==> config.mk <==
export PLATFORM = sky130hd
export DESIGN_NAME = bcast_coord
export DESIGN_NICKNAME = d
export VERILOG_FILES = /design/src/rtl/core/bcast_pkg.sv /design/src/rtl/core/bcast_coord.sv
export SDC_FILE = /design/constraint.sdc
export NUM_CORES = 2
export LEC_CHECK = 0
export ABC_AREA = 1
export BUFFER_PORTS_ARGS = -buffer_cell sky130_fd_sc_hd__buf_2
export CAP_MARGIN = 20
export CELL_PAD_IN_SITES_DETAIL_PLACEMENT = 0
export CELL_PAD_IN_SITES_GLOBAL_PLACEMENT = 1
export CORE_ASPECT_RATIO = 1.1
export CORE_MARGIN = 10
export CORE_UTILIZATION = 55
export DETAILED_ROUTE_END_ITERATION = 6
export MAX_ROUTING_LAYER = met4
export PLACE_DENSITY_LB_ADDON = 0.3
export SLEW_MARGIN = 20
export SYNTH_ARGS = -nofsm -noshare
export SYNTH_HDL_FRONTEND = slang
export SYNTH_SLANG_ARGS = --single-unit
==> constraint.sdc <==
create_clock -name clk -period 3.1 [get_ports clk]
set_clock_uncertainty 0.2 [all_clocks]
set_input_delay 0.62 -clock clk [delete_from_list [all_inputs] [get_ports clk]]
set_output_delay 0.62 -clock clk [all_outputs]
set_load 0.005 [all_outputs]
==> src/rtl/core/bcast_pkg.sv <==
package bcast_pkg;

	localparam int EXT_W           = 12;
	localparam int SHAPE_W         = 48;
	localparam int CFG_W           = 48;
	localparam int EPS_W           = 16;
	localparam int DATA_W          = 32;
	localparam int DEF_MAX_DIMS    = 4;
	localparam int DEF_STORE_DEPTH = 4096;
	localparam int DEF_FRAC_BITS   = 16;

	localparam logic [1:0] KIND_WR_FIRST  = 2'd0;
	localparam logic [1:0] KIND_WR_SECOND = 2'd1;
	localparam logic [1:0] KIND_COMPUTE   = 2'd2;

	localparam logic [1:0] OP_ADD = 2'd0;
	localparam logic [1:0] OP_SUB = 2'd1;
	localparam logic [1:0] OP_MUL = 2'd2;
	localparam logic [1:0] OP_DIV = 2'd3;

	localparam logic [1:0] ST_OK       = 2'd0;
	localparam logic [1:0] ST_NO_BCAST = 2'd1;
	localparam logic [1:0] ST_RANGE    = 2'd2;
	localparam logic [1:0] ST_DIV_ZERO = 2'd3;

	localparam logic [1:0] REG_FIRST_SHAPE  = 2'd0;
	localparam logic [1:0] REG_SECOND_SHAPE = 2'd1;
	localparam logic [1:0] REG_OP_MODE      = 2'd2;
	localparam logic [1:0] REG_EPSILON      = 2'd3;

endpackage

==> src/rtl/core/bcast_coord.sv <==
module bcast_coord #(
	parameter int MAX_DIMS = bcast_pkg::DEF_MAX_DIMS,
	parameter int SW       = 1
) (
	input  logic                                      clk,
	input  logic                                      arst_n,
	input  logic                                      en,
	input  logic                                      in_valid,
	input  logic [bcast_pkg::EXT_W-1:0]               idx,
	input  logic [MAX_DIMS-1:0][bcast_pkg::EXT_W-1:0] ext,
	input  logic [SW-1:0]                             side_in,
	output logic                                      out_valid,
	output logic [MAX_DIMS-1:0][bcast_pkg::EXT_W-1:0] coord,
	output logic                                      quot_zero,
	output logic [SW-1:0]                             side_out
);
	import bcast_pkg::*;

	localparam int NS = MAX_DIMS * EXT_W;

	logic                              v_p   [NS+1];
	logic [EXT_W-1:0]                  dvd_p [NS+1];
	logic [EXT_W-1:0]                  rem_p [NS+1];
	logic [EXT_W-1:0]                  q_p   [NS+1];
	logic [MAX_DIMS-1:0][EXT_W-1:0]    crd_p [NS+1];
	logic [SW-1:0]                     side_p[NS+1];

	// dividend of the first dimension enters through the quotient slot
	assign v_p[0]    = in_valid;
	assign dvd_p[0]  = '0;
	assign rem_p[0]  = '0;
	assign q_p[0]    = idx;
	assign crd_p[0]  = '0;
	assign side_p[0] = side_in;

	for (genvar s = 0; s < NS; s++) begin : g_step
		localparam int D = s / EXT_W;
		localparam int J = s % EXT_W;

		logic [EXT_W-1:0] dvd, rem_i, q_i, rem_n, q_n;
		logic [EXT_W:0]   t;
		logic             ge;
		logic [MAX_DIMS-1:0][EXT_W-1:0] crd_n;

		// one quotient bit per stage, restoring
		always_comb begin
			dvd   = (J == 0) ? q_p[s] : dvd_p[s];
			rem_i = (J == 0) ? '0 : rem_p[s];
			q_i   = (J == 0) ? '0 : q_p[s];
			t     = {rem_i, dvd[EXT_W-1-J]};
			ge    = t >= {1'b0, ext[D]};
			rem_n = ge ? EXT_W'(t - {1'b0, ext[D]}) : t[EXT_W-1:0];
			q_n   = q_i;
			q_n[EXT_W-1-J] = ge;
			crd_n = crd_p[s];
			if (J == EXT_W - 1) begin
				crd_n[D] = rem_n;
			end
		end

		always_ff @(posedge clk or negedge arst_n) begin
			if (!arst_n) begin
				v_p[s+1] <= 1'b0;
			end else if (en) begin
				v_p[s+1] <= v_p[s];
			end
		end

		always_ff @(posedge clk) begin
			if (en) begin
				dvd_p[s+1]  <= dvd;
				rem_p[s+1]  <= rem_n;
				q_p[s+1]    <= q_n;
				side_p[s+1] <= side_p[s];
				crd_p[s+1]  <= crd_n;
			end
		end
	end

	assign out_valid = v_p[NS];
	assign coord     = crd_p[NS];
	assign quot_zero = (q_p[NS] == '0);
	assign side_out  = side_p[NS];

endmodule

==> key figures <==
Status
  • Status: finished with violations
  • Failing checks: DRC

Die
  • Die span in y: roughly 480 µm
  • I/O Pins: around 120
  • Starting Density: between 50% and 60%
  • Core box area: ~190000 µm²
  • Die area: 211000 µm²
  • Rows: roughly 170
  • Die width: approximately 440 µm

Synthesis
  • Avg Synthesized Cell Area: between 10 and 15 µm²
  • Warnings, synthesis: 0
  • Post-Synth Adder-Cell Area: roughly 7%
  • Yosys cell types: 38
  • Cells after synthesis: about 10000
  • Largest family of logic cells by synthesized area: simple AND/OR/NAND/NOR gates
  • Post-Synthesis Net Count: 10800
  • Compound-Gate Fraction of Synth Area: roughly 3.4%
  • Post-synth top area share: 58.3%
  • Yosys top cell by area: edfxtp_1
  • Mux share of post-synthesis cell area: 0%
  • Synth Cell Area: 106000 µm²
  • Flops & latches, synth: ~2100
  • Post-synthesis xor/xnor area fraction: ~2.0%
  • Largest cells by area after synthesis: edfxtp_1, nand2_1, ha_1
  • Post-synthesis sequential area ratio: between 50% and 60%
  • Post-synthesis simple-gate area fraction: a little over a fifth

STA
  • Worst rel slew slack: a little under three fifths
  • Fmax achieved: around 340 MHz
  • Final hold viol count: 0
  • Setup violations, final: 0
  • Tmin final: ~3000 ps
  • Final Max Tran Viols: 0
  • Worst slew pin tran: 660 ps
  • Setup ws final: between 150 and 200 ps
  • RSZ-0062 raised after global routing: false
  • Period utilisation layout: between 90% and 100%

Drt
  • Mean routed wirelength per cell: around 17 µm
  • Vias: around 70000
  • Antenna Nets Post-Route: 0
  • Drt pass-1 iters: 7
  • Starting DRT DRC Count: around 4400
  • DR DRC count: 1
  • WL final: 232000 µm
  • Avg Vias per Cell: 5.20

Critical path
  • Peak fanout along the critical path: 1
  • CP Capture Type: output port
  • Crit path kind: reg2out
  • CP Data Required Time: approximately 2300 ps
  • Element type at the critical path start: flop
  • Crit path DAT: 2110 ps

Placed design
  • I/O Buffers: 115
  • GP Congestion: 0.926
  • Post-detail-place hpwl: 162000 µm
  • Place WS: -6.74 ps

Final layout
  • Commonest non-fill, non-tap cells in the layout: nand2_1, edfxtp_1, inv_1
  • Area growth syn-to-layout: 12.5%
  • NumNets Final: around 11000
  • Layout cells sized above 1: between 10% and 20%
  • Most common cell after layout, fill and taps aside: nand2_1

Clock tree
  • CTS clk-pin slew, worst paths: roughly 60 ps
  • TritonCTS clock tree: done
  • H-tree Lvls: 4
  • Clk Latency, worst-skew pair: between 800 and 900 ps
  • Sink Count: between 2000 and 2500
  • Total CTS buffers: roughly 210
  • Cell at the root of the clock tree: clkbuf_16
  • CTS max path bufs: 3

GRT
  • Number of global-route vias before repair: 69600
  • Congestion Overflow GR: 0
  • Initial antenna violation count: 1
  • Largest net degree at the start of global routing: 120
  • First-pass GRT wire length: ~370000 µm
  • Tot GR Track Use: ~23%

Power
  • PwrDens: around 830 nW/µm²
  • Leak: ~53 nW
  • Total power: about 99 mW
  • Maximum vdd drop: ~0.64 mV

Min path
  • Hold crit path type: in2reg

Job
  • Max Cap Viol: 0
[critical path, cell delays in order (launching register included)]
cell and delay [ps]:
edfxtp_1 360, nor4_1 540, and3_1 240, buf_2 130
[cell families (layout without fill, tap and decap cells)]
kind of cell	count (synthesis)	in the layout
AND/OR/NAND/NOR	4886	4886
AO/OA/AOI/OAI	579	579
adder cells (fa/ha/maj)	580	580
flip-flops	2112	2112
XOR/XNOR	238	238
buffers and inverters	1756	2463
other	0	3
[path summary, 6_finish.rpt]
| kind | depth (start not counted) | endpoint | from | slack (ps) |
|---|---|---|---|---|
| worst max-delay path | 3 | quot_zero | q_p[9] | 170 |
| worst min register to register | 0 | crd_p[371] | crd_p[419] | 170 |
| min in group asynchronous | 2 | v_p[1] | arst_n | 80 |
| worst min-delay path | 4 | g_step[13].rem_i[8] | ext[20] | 30 |
| max in group asynchronous | 2 | v_p[18] | arst_n | 2190 |
| worst max register to register | 9 | g_step[6].rem_i[3] | g_step[5].rem_i[5] | 520 |
[cell type report]
cell class | instances | area [µm²]
Fill cell | 15400 | 73000
Sequential cell | 2112 | 63200
Multi-Input combinational cell | 6283 | 35700
Inverter | 1596 | 5990
Clock buffer | 251 | 5480
Timing Repair Buffer | 482 | 4540
Tap cell | 2565 | 3210
Clock inverter | 134 | 1550
Antenna cell | 3 | 7.51
[state kept, by name, indices dropped and copies added (netlist names)]
| name | count |
|---|---|
| coord | 48 |
| crd_p | 864 |
| g_step.dvd | 300 |
| g_step.q_i | 264 |
| g_step.rem_i | 528 |
| out_valid | 1 |
| q_p | 12 |
| side_out | 1 |
| side_p | 47 |
| v_p | 47 |
[synth_stat cells]
cell / n
and2_4: 1
edfxtp_1: 2064
and2_1: 1
buf_4: 55
dfrtp_1: 48
inv_1: 1578
or2_2: 6
inv_2: 18
nand2_2: 113
and3_1: 1
buf_1: 4
o21ai_0: 197
clkbuf_1: 10
buf_12: 17
o21ai_1: 73
nand4_1: 404
nand3_2: 137
a21oi_1: 207
nand3b_1: 81
a41oi_1: 6
xnor2_1: 44
buf_2: 26
a21oi_4: 44
nor3_1: 67
nand3_4: 17
nor2_2: 55
nand3_1: 588
fa_1: 44
buf_6: 48
nor3_2: 21
nor2_1: 489
nor2_4: 22
nand2_1: 2870
ha_1: 536
o21ai_2: 52
nand2_4: 7
nor4_1: 6
xor2_1: 194
[power by group]
group	internal (mW)	switching (mW)
clock network	14.4	11.2
logic	12.0	20.7
registers	37.8	2.65
[layer usage]
metal | up-vias | wire [µm] | share of wire, % | global-route usage [%]
li1 | 35200 | - | - | -
met1 | 32800 | 97200 | 42 | 27.3
met2 | 1367 | 118000 | 51 | 39.0
met3 | 458 | 9160 | 4.0 | 2.82
met4 | 0 | 7640 | 3.3 | 7.33
met5 | - | 0 | 0 | -
[through the flow]
step	utilization (%)	TNS [ps]	hold WS (ps)	cell area, µm²	cells
finish	62.1	0	25.6	120000	13400
floorplan	-	0	124	106000	10200
global route	62.1	0	19.7	120000	13400
CTS	62.1	0	54.1	120000	13400
detailed placement	58.3	-6.74	205	112000	13000
global placement	58.3	-5.82	200	112000	13000
[timing repair]
| action | 4_1_cts | 5_1_grt |
|---|---|---|
| hold buffers | 33 | 0 |
| buffers inserted | 0 | 0 |
| hold endpoints to repair | 95 | 0 |
| resized for setup | 0 | 1 |
| endpoints found under the setup margin | 0 | 1 |
No activity file was read; power rests on OpenSTA's default activity.
